[src/rtl/sprite_blitter_wrap_flip_unit_macros.svh]
// assertion macros shared by the sprite blitter rtl
`ifndef SPRITE_BLITTER_WRAP_FLIP_UNIT_MACROS_SVH
`define SPRITE_BLITTER_WRAP_FLIP_UNIT_MACROS_SVH

// same-cycle implication, checked out of reset
`define SBWF_ASSERT_IMP(label, clk, rst_n, ante, cons) \
	label: assert property (@(posedge clk) disable iff (!(rst_n)) (ante) |-> (cons)) \
		else $error("sbwf same-cycle check failed");

// next-cycle implication, checked out of reset
`define SBWF_ASSERT_NXT(label, clk, rst_n, ante, cons) \
	label: assert property (@(posedge clk) disable iff (!(rst_n)) (ante) |=> (cons)) \
		else $error("sbwf next-cycle check failed");

`endif

[src/rtl/sbwf_pkg.sv]
// shared types and constants of the sprite blitter
package sbwf_pkg;

	// default screen size
	localparam int SCREEN_WIDTH_DEF  = 256;
	localparam int SCREEN_HEIGHT_DEF = 256;

	// field widths
	localparam int OP_W      = 2;
	localparam int ADDR_W    = 24;
	localparam int COORD_W   = 8;
	localparam int SIZE_W    = 9;
	localparam int INDEX_W   = 8;
	localparam int FLAGS_W   = 6;
	localparam int OFFSET_W  = 17;
	localparam int COUNT_W   = 20;
	localparam int PADDR_W   = 16;
	localparam int COLOR_W   = 32;
	localparam int ORIGIN_SPAN = 1 << COORD_W;

	// counter and quota
	localparam logic [COUNT_W-1:0] QUOTA_RESET = 20'd65536;
	localparam logic [COUNT_W-1:0] COUNT_MAX   = '1;
	localparam logic [7:0]         ALPHA_OPAQUE = 8'hFF;

	// draw flag bit positions
	localparam int FLAG_HFLIP       = 0;
	localparam int FLAG_VFLIP       = 1;
	localparam int FLAG_AFTER_H     = 2;
	localparam int FLAG_AFTER_V     = 3;
	localparam int FLAG_NO_BEFORE_H = 4;
	localparam int FLAG_NO_BEFORE_V = 5;

	// operation codes
	typedef enum logic [OP_W-1:0] {
		OP_FRAME  = 2'd0,
		OP_HEADER = 2'd1,
		OP_PIXEL  = 2'd2,
		OP_NONE   = 2'd3
	} op_t;

	// input word
	typedef struct packed {
		logic [OP_W-1:0]    operation;
		logic [ADDR_W-1:0]  sprite_address;
		logic [COORD_W-1:0] pos_x;
		logic [COORD_W-1:0] pos_y;
		logic [SIZE_W-1:0]  sprite_width;
		logic [SIZE_W-1:0]  sprite_height;
		logic [INDEX_W-1:0] transparent_index;
		logic [FLAGS_W-1:0] draw_flags;
		logic [INDEX_W-1:0] pixel_index;
	} in_word_t;

	// result word
	typedef struct packed {
		logic               write_enable;
		logic [PADDR_W-1:0] pixel_address;
		logic [COLOR_W-1:0] pixel_color;
		logic [ADDR_W-1:0]  source_address;
		logic               sprite_accepted;
		logic               last_pixel;
		logic [COUNT_W-1:0] drawn_count;
	} out_word_t;

	// per-axis draw controls
	typedef struct packed {
		logic flip;
		logic draw_after;
		logic no_draw_before;
	} axis_ctl_t;

endpackage

[src/rtl/sbwf_axis.sv]
// one axis of the sprite mapping: flip, screen wrap and draw masks
module sbwf_axis #(
	parameter int SCREEN = sbwf_pkg::SCREEN_WIDTH_DEF
) (
	input  logic [sbwf_pkg::SIZE_W-1:0]  idx,
	input  logic [sbwf_pkg::SIZE_W-1:0]  size,
	input  logic [sbwf_pkg::COORD_W-1:0] origin,
	input  sbwf_pkg::axis_ctl_t          ctl,
	output logic [sbwf_pkg::COORD_W-1:0] wrapped,
	output logic                         masked
);
	import sbwf_pkg::*;

	localparam int SUM_W = SIZE_W + 1;
	localparam logic [SUM_W-1:0] SCREEN_EXT = SUM_W'(SCREEN);

	typedef logic [COORD_W-1:0] mod_tab_t [ORIGIN_SPAN];

	// origin modulo screen, built at elaboration
	function automatic mod_tab_t build_mod_tab();
		mod_tab_t t;
		for (int i = 0; i < ORIGIN_SPAN; i++) begin
			t[i] = COORD_W'(i % SCREEN);
		end
		return t;
	endfunction

	localparam mod_tab_t MOD_TAB = build_mod_tab();

	logic [SIZE_W-1:0]  pos;
	logic [COORD_W-1:0] origin_mod;
	logic [SUM_W-1:0]   sum;
	logic [SUM_W-1:0]   reduced;

	// position inside the sprite after flip
	assign pos = ctl.flip ? (size - idx - SIZE_W'(1)) : idx;

	// pos is below the screen size, so one subtract finishes the wrap
	assign origin_mod = MOD_TAB[origin];
	assign sum        = {1'b0, pos} + SUM_W'(origin_mod);
	assign reduced    = (sum >= SCREEN_EXT) ? (sum - SCREEN_EXT) : sum;
	assign wrapped    = reduced[COORD_W-1:0];

	// before-wrap and after-wrap masks
	assign masked = (wrapped >= origin) ? ctl.no_draw_before : !ctl.draw_after;

endmodule

[src/rtl/sprite_blitter_wrap_flip_unit.sv]
// sprite blitter top level: header latch, pixel mapping, drawn-pixel counter
//
//  channel   dir  handshake                    payload
//  in        in   in_valid / in_ready          in_data (in_word_t)
//  out       out  out_valid / out_ready        out_data (out_word_t)
//  cfg       in   cfg_write_enable             cfg_write_data (pixel quota)
//
//  one word a cycle while the output is not stalled: every word is mapped in a single pass and its result
//  lands in the output register at the accepting edge.
//  a stalled result is held while a new word is taken
//  in the same cycle the held one leaves.
//  reset clears the active flag, position, counter and result valid and sets the quota to 65536.
`include "sprite_blitter_wrap_flip_unit_macros.svh"

module sprite_blitter_wrap_flip_unit #(
	parameter int SCREEN_WIDTH  = sbwf_pkg::SCREEN_WIDTH_DEF,
	parameter int SCREEN_HEIGHT = sbwf_pkg::SCREEN_HEIGHT_DEF
) (
	input  logic                         clk,
	input  logic                         arst_n,
	input  logic                         in_valid,
	output logic                         in_ready,
	input  sbwf_pkg::in_word_t           in_data,
	output logic                         out_valid,
	input  logic                         out_ready,
	output sbwf_pkg::out_word_t          out_data,
	input  logic                         cfg_write_enable,
	input  logic [sbwf_pkg::COUNT_W-1:0] cfg_write_data
);
	import sbwf_pkg::*;

	localparam logic [SIZE_W:0]    SW_EXT = (SIZE_W + 1)'(SCREEN_WIDTH);
	localparam logic [SIZE_W:0]    SH_EXT = (SIZE_W + 1)'(SCREEN_HEIGHT);
	localparam logic [PADDR_W-1:0] SW_ROW = PADDR_W'(SCREEN_WIDTH);

	// quota register and sprite state
	logic [COUNT_W-1:0] quota_q;
	logic [ADDR_W-1:0]  base_q;
	logic [COORD_W-1:0] origin_x_q;
	logic [COORD_W-1:0] origin_y_q;
	logic [SIZE_W-1:0]  width_q;
	logic [SIZE_W-1:0]  height_q;
	logic [INDEX_W-1:0] skip_q;
	logic [FLAGS_W-1:0] flags_q;
	logic               active_q;
	logic [SIZE_W-1:0]  row_q;
	logic [SIZE_W-1:0]  col_q;
	logic [OFFSET_W-1:0] offset_q;
	logic [COUNT_W-1:0] count_q;

	// result register
	logic      out_valid_q;
	out_word_t out_data_q;

	// next values
	logic               accept;
	logic               latch_header;
	logic               nxt_active;
	logic [SIZE_W-1:0]  nxt_row;
	logic [SIZE_W-1:0]  nxt_col;
	logic [OFFSET_W-1:0] nxt_offset;
	logic [COUNT_W-1:0] nxt_count;
	out_word_t          result;

	// mapping
	axis_ctl_t          ctl_x;
	axis_ctl_t          ctl_y;
	logic [COORD_W-1:0] wx;
	logic [COORD_W-1:0] wy;
	logic               mask_x;
	logic               mask_y;
	logic               draw;
	logic               col_end;
	logic               row_end;
	logic               refuse;

	// rgb332 to argb8888
	function automatic logic [COLOR_W-1:0] expand_color(input logic [INDEX_W-1:0] c);
		logic [2:0] r;
		logic [2:0] g;
		logic [1:0] b;
		r = c[7:5];
		g = c[4:2];
		b = c[1:0];
		return {ALPHA_OPAQUE, r, r, r[2:1], g, g, g[2:1], b, b, b, b};
	endfunction

	assign accept    = in_valid && in_ready;
	assign in_ready  = !out_valid_q || out_ready;
	assign out_valid = out_valid_q;
	assign out_data  = out_data_q;

	// axis controls from the latched flags
	assign ctl_x = '{flip: flags_q[FLAG_HFLIP], draw_after: flags_q[FLAG_AFTER_H],
		no_draw_before: flags_q[FLAG_NO_BEFORE_H]};
	assign ctl_y = '{flip: flags_q[FLAG_VFLIP], draw_after: flags_q[FLAG_AFTER_V],
		no_draw_before: flags_q[FLAG_NO_BEFORE_V]};

	sbwf_axis #(.SCREEN(SCREEN_WIDTH)) u_axis_x (
		.idx     (col_q),
		.size    (width_q),
		.origin  (origin_x_q),
		.ctl     (ctl_x),
		.wrapped (wx),
		.masked  (mask_x)
	);

	sbwf_axis #(.SCREEN(SCREEN_HEIGHT)) u_axis_y (
		.idx     (row_q),
		.size    (height_q),
		.origin  (origin_y_q),
		.ctl     (ctl_y),
		.wrapped (wy),
		.masked  (mask_y)
	);

	assign draw    = !mask_x && !mask_y && (in_data.pixel_index != skip_q);
	assign col_end = ({1'b0, col_q} + (SIZE_W + 1)'(1)) >= {1'b0, width_q};
	assign row_end = ({1'b0, row_q} + (SIZE_W + 1)'(1)) >= {1'b0, height_q};
	assign refuse  = (count_q >= quota_q) || ({1'b0, in_data.sprite_width} > SW_EXT)
		|| ({1'b0, in_data.sprite_height} > SH_EXT);

	// per-word state update and result
	always_comb begin
		latch_header = 1'b0;
		nxt_active   = active_q;
		nxt_row      = row_q;
		nxt_col      = col_q;
		nxt_offset   = offset_q;
		nxt_count    = count_q;
		result       = '0;
		case (op_t'(in_data.operation))
			OP_FRAME: begin
				nxt_count = '0;
			end
			OP_HEADER: begin
				if (refuse) begin
					nxt_active = 1'b0;
				end else begin
					latch_header = 1'b1;
					nxt_row      = '0;
					nxt_col      = '0;
					nxt_offset   = '0;
					nxt_active   = (in_data.sprite_width != '0) && (in_data.sprite_height != '0);
				end
			end
			OP_PIXEL: begin
				if (active_q) begin
					result.source_address = base_q + ADDR_W'(offset_q);
					if (draw) begin
						result.write_enable  = 1'b1;
						result.pixel_address = PADDR_W'({8'b0, wy} * SW_ROW) + PADDR_W'(wx);
						result.pixel_color   = expand_color(in_data.pixel_index);
						if (count_q != COUNT_MAX) begin
							nxt_count = count_q + COUNT_W'(1);
						end
					end
					nxt_offset = offset_q + OFFSET_W'(1);
					if (col_end) begin
						nxt_col = '0;
						if (row_end) begin
							result.last_pixel = 1'b1;
							nxt_active        = 1'b0;
							nxt_row           = '0;
						end else begin
							nxt_row = row_q + SIZE_W'(1);
						end
					end else begin
						nxt_col = col_q + SIZE_W'(1);
					end
				end
			end
			default: begin
			end
		endcase
		result.sprite_accepted = nxt_active;
		result.drawn_count     = nxt_count;
	end

	// control state
	always_ff @(posedge clk or negedge arst_n) begin
		if (!arst_n) begin
			quota_q     <= QUOTA_RESET;
			active_q    <= 1'b0;
			row_q       <= '0;
			col_q       <= '0;
			offset_q    <= '0;
			count_q     <= '0;
			out_valid_q <= 1'b0;
		end else begin
			if (cfg_write_enable) begin
				quota_q <= cfg_write_data;
			end
			if (accept) begin
				active_q    <= nxt_active;
				row_q       <= nxt_row;
				col_q       <= nxt_col;
				offset_q    <= nxt_offset;
				count_q     <= nxt_count;
				out_valid_q <= 1'b1;
			end else if (out_ready) begin
				out_valid_q <= 1'b0;
			end
		end
	end

	// header fields and result payload
	always_ff @(posedge clk) begin
		if (accept && latch_header) begin
			base_q     <= in_data.sprite_address;
			origin_x_q <= in_data.pos_x;
			origin_y_q <= in_data.pos_y;
			width_q    <= in_data.sprite_width;
			height_q   <= in_data.sprite_height;
			skip_q     <= in_data.transparent_index;
			flags_q    <= in_data.draw_flags;
		end
		if (accept) begin
			out_data_q <= result;
		end
	end

	// checks
	`SBWF_ASSERT_IMP(a_draw_counted, clk, arst_n,
		out_valid_q && out_data_q.write_enable, out_data_q.drawn_count != '0)
	`SBWF_ASSERT_IMP(a_last_ends_sprite, clk, arst_n,
		out_valid_q && out_data_q.last_pixel, !out_data_q.sprite_accepted)
	`SBWF_ASSERT_IMP(a_active_in_bounds, clk, arst_n,
		active_q, (col_q < width_q) && (row_q < height_q))
	`SBWF_ASSERT_NXT(a_last_clears_active, clk, arst_n,
		accept && result.last_pixel, !active_q && (row_q == '0) && (col_q == '0))

endmodule
[config.mk]
export PLATFORM = sky130hd
export DESIGN_NAME = sprite_blitter_wrap_flip_unit
export DESIGN_NICKNAME = d
export VERILOG_FILES = /design/src/rtl/sbwf_pkg.sv /design/src/rtl/sbwf_axis.sv /design/src/rtl/sprite_blitter_wrap_flip_unit.sv
export VERILOG_INCLUDE_DIRS = /design/src /design/src/rtl
export SDC_FILE = /design/constraint.sdc
export NUM_CORES = 1
export LEC_CHECK = 0
export BUFFER_PORTS_ARGS = -buffer_cell sky130_fd_sc_hd__buf_2
export CORE_UTILIZATION = 38
export DETAILED_ROUTE_END_ITERATION = 10
export PLACE_DENSITY = 0.65
export SKIP_LAST_GASP = 1
export SYNTH_ARGS = -nofsm -noshare
export SYNTH_HDL_FRONTEND = slang
export SYNTH_SLANG_ARGS = --single-unit
[constraint.sdc]
create_clock -name clk -period 16.2 [get_ports clk]
set_input_delay 2.43 -clock clk [delete_from_list [all_inputs] [get_ports clk]]
set_output_delay 2.43 -clock clk [all_outputs]
set_load 0.05 [all_outputs]
After elaboration in Yosys (flattened, before gate mapping). Memory sizes are Yosys's and may differ from the RTL's. Cells that the tools add are included. W data, S select, Z words.

Input port bits: 107. Logic and storage cells: 119. Memories: 2. Memory bits (read-only): 4096. Register bits after elaboration: 244.

Memory list: (no name shown) (depth 256, bits a word 8, rd ports 1, clocked after Yosys merged registers in 0, write ports 0, line sbwf_axis.sv:39) `assign origin_mod = MOD_TAB[origin];`; (no name shown) (depth 256, bits a word 8, rd ports 1, clocked after Yosys merged registers in 0, write ports 0, line sbwf_axis.sv:39).

Order comparisons: 11. Add/subtract/negate cells: 16. Equality and inequality tests: 7. Reductions and logical operators: 23. Muxes and demuxes: 36. Bitwise logic cells: 2.

Operator list (number): $mux W9 (8); $mux W20 (3); $mux W49 (1); $mux W8 (6); $pmux W20 S2 (1); $pmux W9 S2 (2); $mux W17 (2); $pmux W17 S2 (1); $add A24 B17 Y24 (1); $add A20 B1 Y20 const B (1); $add A9 B1 Y10 const B (2); $add A9 B8 Y10 (2); $ge A10 B9 Y1 (2); $ge A10 B9 Y1 const B (2); $ge A20 B20 Y1 (1); $ne A20 B20 Y1 const B (1); $add A9 B1 Y9 const B (2); $ge A9 B9 Y1 const B (2); $gt A9 B9 Y1 const B (2); $not A8 Y9 (2); $reduce_bool A9 Y1 (2); $sub A9 B1 Y9 const B (2); $sub A9 B9 Y9 (2); $add A17 B1 Y17 const B (1); other kinds (18) (44).

Longest topological paths before layout. Gate-level depths: netlist of the first run.

Depth after elaboration: 15. Mapped depth: 27.

Cells and area by module. A second synthesis of the first run with hierarchy kept.

Cell total of the unflattened synthesis: 1258. Area, all modules: 12971.2 µm².

Modules (own cells, without submodules): sprite_blitter_wrap_flip_unit (area each 11131.9 µm², times used 1, cells each 1012, seq. area each 6222.2 µm²); sbwf_axis (area each 919.6 µm², times used 2, cells each 123, seq. area each 0.0 µm²).

Worst setup path after synthesis of the first run. OpenSTA, ideal clock, no wires.

Path type: input-to-reg. From: in out_ready. To: reg base_q[0] (enable). Library setup time: 0.606 ns. Arrival time: 8.766 ns. Slack: 6.829 ns. Path buffers: 2. Stages on the path: 5. Cells stage by stage: nand2b_1 > nand2_1 > clkbuf_1 > clkbuf_1 > nor3b_1.

Longest elaborated chain between the ends: 3.

Ends and longest elaborated chain: start, declared (line sprite_blitter_wrap_flip_unit.sv:25) `input logic out_ready,`; $logic_or A1 B1 Y1 (line sprite_blitter_wrap_flip_unit.sv:89) `assign in_ready = !out_valid_q || out_ready;`; $logic_and A1 B1 Y1 (line sprite_blitter_wrap_flip_unit.sv:88) `assign accept = in_valid && in_ready;`; $logic_and A1 B1 Y1 (line sprite_blitter_wrap_flip_unit.sv:209) `if (accept && latch_header) begin`; end signal, assigned (line sprite_blitter_wrap_flip_unit.sv:210) `base_q <= in_data.sprite_address;`; end, declared (line sprite_blitter_wrap_flip_unit.sv:38) `logic [ADDR_W-1:0] base_q;`.

No other way between the ends. A chain may end at the register's enable or synchronous reset.

Worst setup path in the final report of the first run.
From: in out_ready. To: reg offset_q[10].

Longest elaborated chain between the ends: 3.

Ends and longest elaborated chain: $logic_or A1 B1 Y1 (line sprite_blitter_wrap_flip_unit.sv:89); $logic_and A1 B1 Y1 (line sprite_blitter_wrap_flip_unit.sv:88); $reduce_and A4 Y1 (no source line); end signal, assigned (line sprite_blitter_wrap_flip_unit.sv:198) `offset_q <= nxt_offset;`; end, declared (line sprite_blitter_wrap_flip_unit.sv:48) `logic [OFFSET_W-1:0] offset_q;`.

No other way between the ends.

==> results of run 1 <==
[registers in the layout, summed over array words and instances (netlist names)]
name,count
active_q,1
width_q,9
origin_y_q,8
base_q,24
quota_q,20
offset_q,17
row_q,9
out_data,71
skip_q,8
count_q,20
out_valid,1
height_q,9
origin_x_q,8
col_q,9
flags_q,6
[synthesized netlist by cell type (23+ instances only)]
cell type	n	share of area
a21oi_1	60	0.023
and2_1	29	0.014
and3_1	23	0.011
buf_4	24	0.014
clkbuf_1	36	0.010
dfrtp_1	76	0.15
edfxtp_1	143	0.33
ha_1	108	0.10
inv_1	95	0.027
nand2_1	120	0.034
nand3_1	42	0.016
nor2_1	57	0.016
nor3_1	31	0.012
o21ai_0	83	0.032
xnor2_1	34	0.023
xor2_1	28	0.019
[power breakdown]
group	switching [W]	internal [W]	total, W
Sequential	0.0000179	0.000622	0.000640
Combinational	0.000147	0.0000809	0.000228
Clock	0.000231	0.000366	0.000597
[per-layer routing]
layer,part of all wire,wire [µm],vias up
met3,0.052,1580,44
met2,0.47,14400,275
met5,0,0,-
met4,0.025,780,0
met1,0.45,13900,4794
li1,-,-,4973
[stage by stage]
step | instance area, µm² | std cells | total power, W | hold WS (ps) | utilization
after floorplan | 13100 | 1270 | 0.000814 | 480 | -
after detailed placement | 14400 | 1862 | 0.000879 | 516 | 0.426
after global routing | 15200 | 1911 | 0.00153 | 561 | 0.452
after global placement | 14400 | 1862 | 0.000872 | 506 | 0.426
final | 15200 | 1912 | 0.00147 | 530 | 0.452
after CTS | 15200 | 1910 | 0.00148 | 536 | 0.452
[layout make-up]
type                    instances  area (µm²)
clock inverters                19         201
repair buffers                211        1080
clock buffers                  29         683
well taps                     448         561
fillers                      3202       18500
diodes                          2        5.00
inverters                      95         358
multi-input cells             888        6130
flip-flops and latches        220        6220
[cell families (layout without fill, tap and decap cells)]
logic type      count (synthesis)  count (layout)  share of synthesized area
buf+inv                       162             354                     0.0545
simple gates                  410             410                      0.160
xor+xnor                       62              62                     0.0416
compound gates                280             280                      0.138
mux                            23              23                     0.0178
other cells                     0               2                          0
fa+ha+maj                     113             113                      0.111
flops                         220             220                      0.476
[cells in the final DEF (no fill, tap or decap), types with 27 or more instances in the layout]
cell type and count:
xor2_1 28, and2_1 29, dfrtp_1 76, nand2_1 120, inv_1 94, nor2_1 57, nand3_1 42, edfxtp_1 143
xnor2_1 34, nor3_1 31, ha_1 108, a21oi_1 60, o21ai_0 83, buf_2 202, clkbuf_16 27
[worst max path at each step]
stage | from | endpoint | slack, ps | cells past startpoint
4_1_cts | row_q[0] | out_data[93] | 10190 | 24
5_1_grt | row_q[0] | out_data[15] | 9780 | 25
3_3_place_gp | out_ready | offset_q[10] | 9770 | 11
6_report | out_ready | offset_q[10] | 10220 | 11
2_1_floorplan | out_ready | base_q[0] | 6830 | 5
3_5_place_dp | out_ready | offset_q[10] | 9640 | 11
==> metrics.md, run 1 <==
| Metric | Value |
|---|---|
| Core area | `33700 µm²` |
| Cell Chain, Critical Path | `buf_2 > nand2b_1 > nand2_1 > clkinv_2 > buf_4 > nand2_1 > or3_1 > o21a_1 > buf_4 > or4_1 > a21oi_1` |
| Final Max Tran Viols | `0` |
| Vias in the first global route | `9639` |
| R2r setup slk | `approximately 10000 ps` |
| Relative slew slack | `0.234` |
| Total gr overflow | `0` |
| Mean Syn Cell Area | `10.3 µm²` |
| Clock Latency Late Sink | `roughly 530 ps` |
| GRT Total Usage | `0.170` |
| Yosys warnings | `0` |
| Number of flops mapped to enable cells by yosys | `143` |
| Status | `complete, no violations` |
| RePlAce Congestion | `0.845` |
| Worst Path Buf+Inv | `4` |
| Final hold viol count | `0` |
| PortBufs | `between 200 and 250` |
| Post-Syn Area | `between 10000 and 15000 µm²` |
| Post-layout min period | `between 5000 and 6000 ps` |
| Slowest stage delay, CP | `830 ps` |
| CTS tree | `yes` |
| Endpoints failing setup | `0` |
| Post-synth cell types | `66` |
| CP startpoint kind | `input port` |
| RR Endpoint | `out_data[19]` |
| Post-CTS Hold Buffers | `0` |
| RR Startpoint | `row_q[0]` |
| Die X-Extent | `around 190 µm` |
| DR iter-0 viols | `around 630` |
| Share of layout cells above drive strength 1 | `0.181` |
| Final worst-path cycle share | `0.369` |
| Total negative setup slack | `0 ps` |
| RSZ-0062 raised after global routing | `no` |
| Vias per Instance | `roughly 5.3` |
| Ys async rst share | `0.350` |
| Hold EP | `quota_q[0]` |
| CP max stage cell | `buf_4` |
| Crit path required time | `roughly 17000 ps` |
| Worst-path clk slew | `about 60 ps` |
| P_leak | `around 6.6 nW` |
| Setup CP Type | `in -> reg` |
| Crit path capture type | `register` |
| Seq/Total Area, Yosys | `0.476` |
| Router iterations before antenna repair | `5` |
| Hold Path Depth | `1` |
| Vias | `10100` |
| Grt met2 use | `0.288` |
| Io pins | `204` |
| Die Area | `35100 µm²` |
| Synth Instances | `1270` |
| Die Height | `187 µm` |
| DP Worst Slack | `9640 ps` |
| Number of setup buffers added after CTS | `0` |
| Flop and latch count out of synthesis | `220` |
| M1 GR Usage | `0.220` |
| Initial antenna violation count | `2` |
| Global routing usage on met3 | `0.0281` |
| Dominant synthesized flop cell | `edfxtp_1` |
| Setup Skew | `16.4 ps` |
| Initial Util | `0.388` |
| Layout area overhead | `16.7%` |
| Crit-path max FO | `81` |
| Worst hold path startpoint | `quota_q[0]` |
| Sink Count | `220` |
| Syn nets | `1490` |
| Total wire length | `30700 µm` |
| CP arrival | `6430 ps` |
| CTS resizes | `0` |
| Post-layout nets | `1662` |
| Root buffer cell | `clkbuf_16` |
| Inserted Clock Buffers | `26` |
| Largest net degree at the start of global routing | `82` |
| Peak supply drop | `68.4 µV` |
| Delay-heaviest family, CP | `simple AND/OR/NAND/NOR gates` |
| H-tree depth | `1` |
| Row count | `67` |
| Max clock buf depth | `3` |
| GR peak layer | `met2` |
| Fin worst setup slack | `10220 ps` |
| First-pass GRT wire length | `48500 µm` |
| Wirelength per Cell | `16.0 µm` |
| Cell Pwr Density | `96.1 nW/µm²` |
| Worst R2R Path Depth | `25` |
| Hold Crit Class | `reg -> reg` |
| Least-Margin Pin Slew | `approximately 1100 ps` |
| DR DRC count | `0` |
| Post-DP HPWL | `22300 µm` |
| MaxCap Viol Count | `0` |
| DRT antenna net count | `0` |
| Fmax | `roughly 170 MHz` |
(Power assumes the default switching activity.)
==> inputs of run 2 (changes only) <==
--- a/config.mk
+++ b/config.mk
@@ -6,10 +6,11 @@
 export SDC_FILE = /design/constraint.sdc
 export NUM_CORES = 1
 export LEC_CHECK = 0
+export ABC_AREA = 1
 export BUFFER_PORTS_ARGS = -buffer_cell sky130_fd_sc_hd__buf_2
 export CORE_UTILIZATION = 38
 export DETAILED_ROUTE_END_ITERATION = 10
-export PLACE_DENSITY = 0.65
+export PLACE_DENSITY = 0.67
 export SKIP_LAST_GASP = 1
 export SYNTH_ARGS = -nofsm -noshare
 export SYNTH_HDL_FRONTEND = slang
==> constraint.sdc (replaced) <==
create_clock -name clk -period 5.12 [get_ports clk]
set_input_delay 0.768 -clock clk [delete_from_list [all_inputs] [get_ports clk]]
set_output_delay 0.768 -clock clk [all_outputs]
set_load 0.05 [all_outputs]
==> run 2 against run 1 <==
Against the previous run: critical endpoint is now out_data[13]; cell count up 14%; critical path type is now reg -> reg; largest cell class unchanged; synthesized area increased by 2.1%; sequential power rose to 3.3 times the previous value.
==> metrics.md, run 2 <==
| Metric | Value |
|---|---|
| Slowest stage delay, CP | `around 400 ps` |
| Largest net degree at the start of global routing | `slightly below 80` |
| Post-CTS Hold Buffers | `0` |
| First-pass GRT wire length | `51400 µm` |
| Hold Crit Class | `in -> reg` |
| Clock Latency Late Sink | `540 ps` |
| Vias | `roughly 11000` |
| Post-route cell area | `about 16000 µm²` |
| MaxCap Viol Count | `0` |
| Area of the multi-input gates | `~6100 µm²` |
| DR iter-0 viols | `600` |
| Initial antenna violation count | `1` |
| Root buffer cell | `clkbuf_16` |
| CP dominant cell by count | `nand2_1` |
| DR DRC count | `0` |
| Biggest area consumer among synthesized cells | `edfxtp_1` |
| Ys async rst share | `0.350` |
| Vias in the first global route | `10300` |
| GRT Total Usage | `0.178` |
| H-tree depth | `1` |
| P_leak | `7.40 nW` |
| Worst-path clk slew | `60 ps` |
| Top-count cell post-synth | `nand2_1` |
| Mean Syn Cell Area | `around 8.9 µm²` |
| CP arrival | `5090 ps` |
| Dominant synthesized flop cell | `edfxtp_1` |
| Final Max Tran Viols | `0` |
| Area share of the largest cell type after synthesis | `0.322` |
| Die Height | `roughly 190 µm` |
| Fmax | `just over 200 MHz` |
| Yosys warnings | `0` |
| Most frequent cells in the layout | `317 x nand2_1, 209 x inv_1, 202 x buf_2` |
| Post-synth cell types | `57` |
| Post-DP HPWL | `23700 µm` |
| DRT antenna net count | `0` |
| Share of layout cells above drive strength 1 | `0.194` |
| Crit path required time | `5400 ps` |
| CTS tree | `yes` |
| CP max stage cell | `dfrtp_1` |
| Largest cells by area after synthesis | `edfxtp_1 32%, dfrtp_1 14%, ha_1 10%` |
| Setup CP Type | `reg -> reg` |
| Cell Pwr Density | `315 nW/µm²` |
| Row count | `68` |
| # fillers | `about 3400` |
| RePlAce Congestion | `around 0.86` |
| Final hold viol count | `0` |
| Synth Instances | `between 1000 and 1500` |
| Die X-Extent | `~190 µm` |
| Top cells by instance count after synthesis | `318 x nand2_1, 211 x inv_1, 143 x edfxtp_1` |
| Initial Util | `0.386` |
| Largest register FFs | `71` |
| Io pins | `204` |
| Inserted Clock Buffers | `27` |
| Peak supply drop | `247 µV` |
| Total negative setup slack | `0 ps` |
| Vias per Instance | `4.85` |
| Endpoints failing setup | `0` |
| Layout area overhead | `17.7%` |
| Syn nets | `around 1700` |
| Commonest non-fill, non-tap cell in the layout | `nand2_1` |
| Post-Syn Area | `13300 µm²` |
| Final worst-path cycle share | `0.939` |
| Relative slew slack | `0.293` |
| PortBufs | `between 200 and 250` |
| Die Area | `approximately 36000 µm²` |
| Number of flops mapped to enable cells by yosys | `143` |
| CP startpoint kind | `register` |
| Status | `complete, no violations` |
| Core area | `34500 µm²` |
| Total wire length | `about 32000 µm` |
| Router iterations before antenna repair | `5` |
| Crit-path max FO | `6` |
| Total gr overflow | `0` |
| Max clock buf depth | `3` |
| Setup Skew | `20.7 ps` |
| Post-layout nets | `1916` |
| Crit path capture type | `register` |
| Wirelength per Cell | `14.8 µm` |
| Seq/Total Area, Yosys | `0.467` |
| Post-layout min period | `4810 ps` |
| Flop and latch count out of synthesis | `220` |
| Least-Margin Pin Slew | `about 1100 ps` |
| Area post-placement | `14700 µm²` |
| Sink Count | `220` |
| Seq. cell area | `6220 µm²` |
run 2: cell types whose count changed after synthesis, sizes merged, moves of 20 or more:
cell / delta
o21ai: +36
clkbuf: -23
a21oi: +20
xnor2: -24
nand2: +205
mux2i: -21
nand3: +31
nor2: +73
inv: +124
and3: -23
run 2: power by group:
| group | internal [W] | switching (W) |
|---|---|---|
| logic | 0.000321 | 0.000680 |
| registers | 0.00201 | 0.0000862 |
| clock network | 0.00109 | 0.000747 |
| total | 0.00343 | 0.00151 |
run 2: kinds of logic (layout without fill, tap and decap cells):
family | after synthesis | in the layout | synth area share
simple gates | 610 | 610 | 0.207
mux | 1 | 1 | 0.000844
xor+xnor | 53 | 53 | 0.0348
other cells | 0 | 1 | 0
buf+inv | 265 | 487 | 0.0842
compound gates | 232 | 232 | 0.0979
flops | 220 | 220 | 0.467
fa+ha+maj | 113 | 113 | 0.109
run 2: final timing paths:
| kind | to | depth (start not counted) | from | slack, ps |
|---|---|---|---|---|
| min in group asynchronous | count_q[10] | 1 | arst_n | 430 |
| worst max register to register | out_data[13] | 30 | row_q[0] | 310 |
| worst min-delay path | origin_x_q[5] | 1 | in_data[53] | 400 |
| max in group asynchronous | row_q[1] | 1 | arst_n | 4020 |
| worst min register to register | row_q[4] | 2 | row_q[4] | 490 |
| worst max-delay path | out_data[13] | 30 | row_q[0] | 310 |
run 2: layout make-up:
cell class / instances / area share
diodes: 1 / 0.000159
clock buffers: 35 / 0.0462
clock inverters: 14 / 0.00789
inverters: 221 / 0.0539
multi-input cells: 1009 / 0.387
flip-flops and latches: 220 / 0.396
well taps: 455 / 0.0363
repair buffers: 217 / 0.0724
run 2: worst max-delay path: cells and delay by family (launching register included):
family	cells	cell delay, ps
adder cells (fa/ha/maj)	4	1150
AO/OA/AOI/OAI	6	720
buffers and inverters	5	400
flip-flops	1	410
AND/OR/NAND/NOR	12	1360
XOR/XNOR	3	540
run 2: per-stage QoR:
stage          cells  setup slack (ps)  power, W  hold slack, ps  utilization
3_3_place_gp    2116               227   0.00308             470        0.426
5_1_grt         2171             -36.1   0.00518             385        0.454
2_1_floorplan   1494               545   0.00284             455            -
6_report        2172               311   0.00494             401        0.454
4_1_cts         2165              4.75   0.00496             380        0.451
3_5_place_dp    2116              29.8   0.00311             477        0.426
run 2: what timing repair did:
item / in CTS / in global routing
buffers inserted: 0 / 6
setup endpoints to repair: 0 / 65
gates resized for setup: 0 / 24
hold endpoints to repair: 0 / 0
run 2: routing by layer:
metal,part of all wire,track usage
met5,0,0
met4,0.024,0.0518
met1,0.46,0.233
met3,0.049,0.0258
met2,0.47,0.305
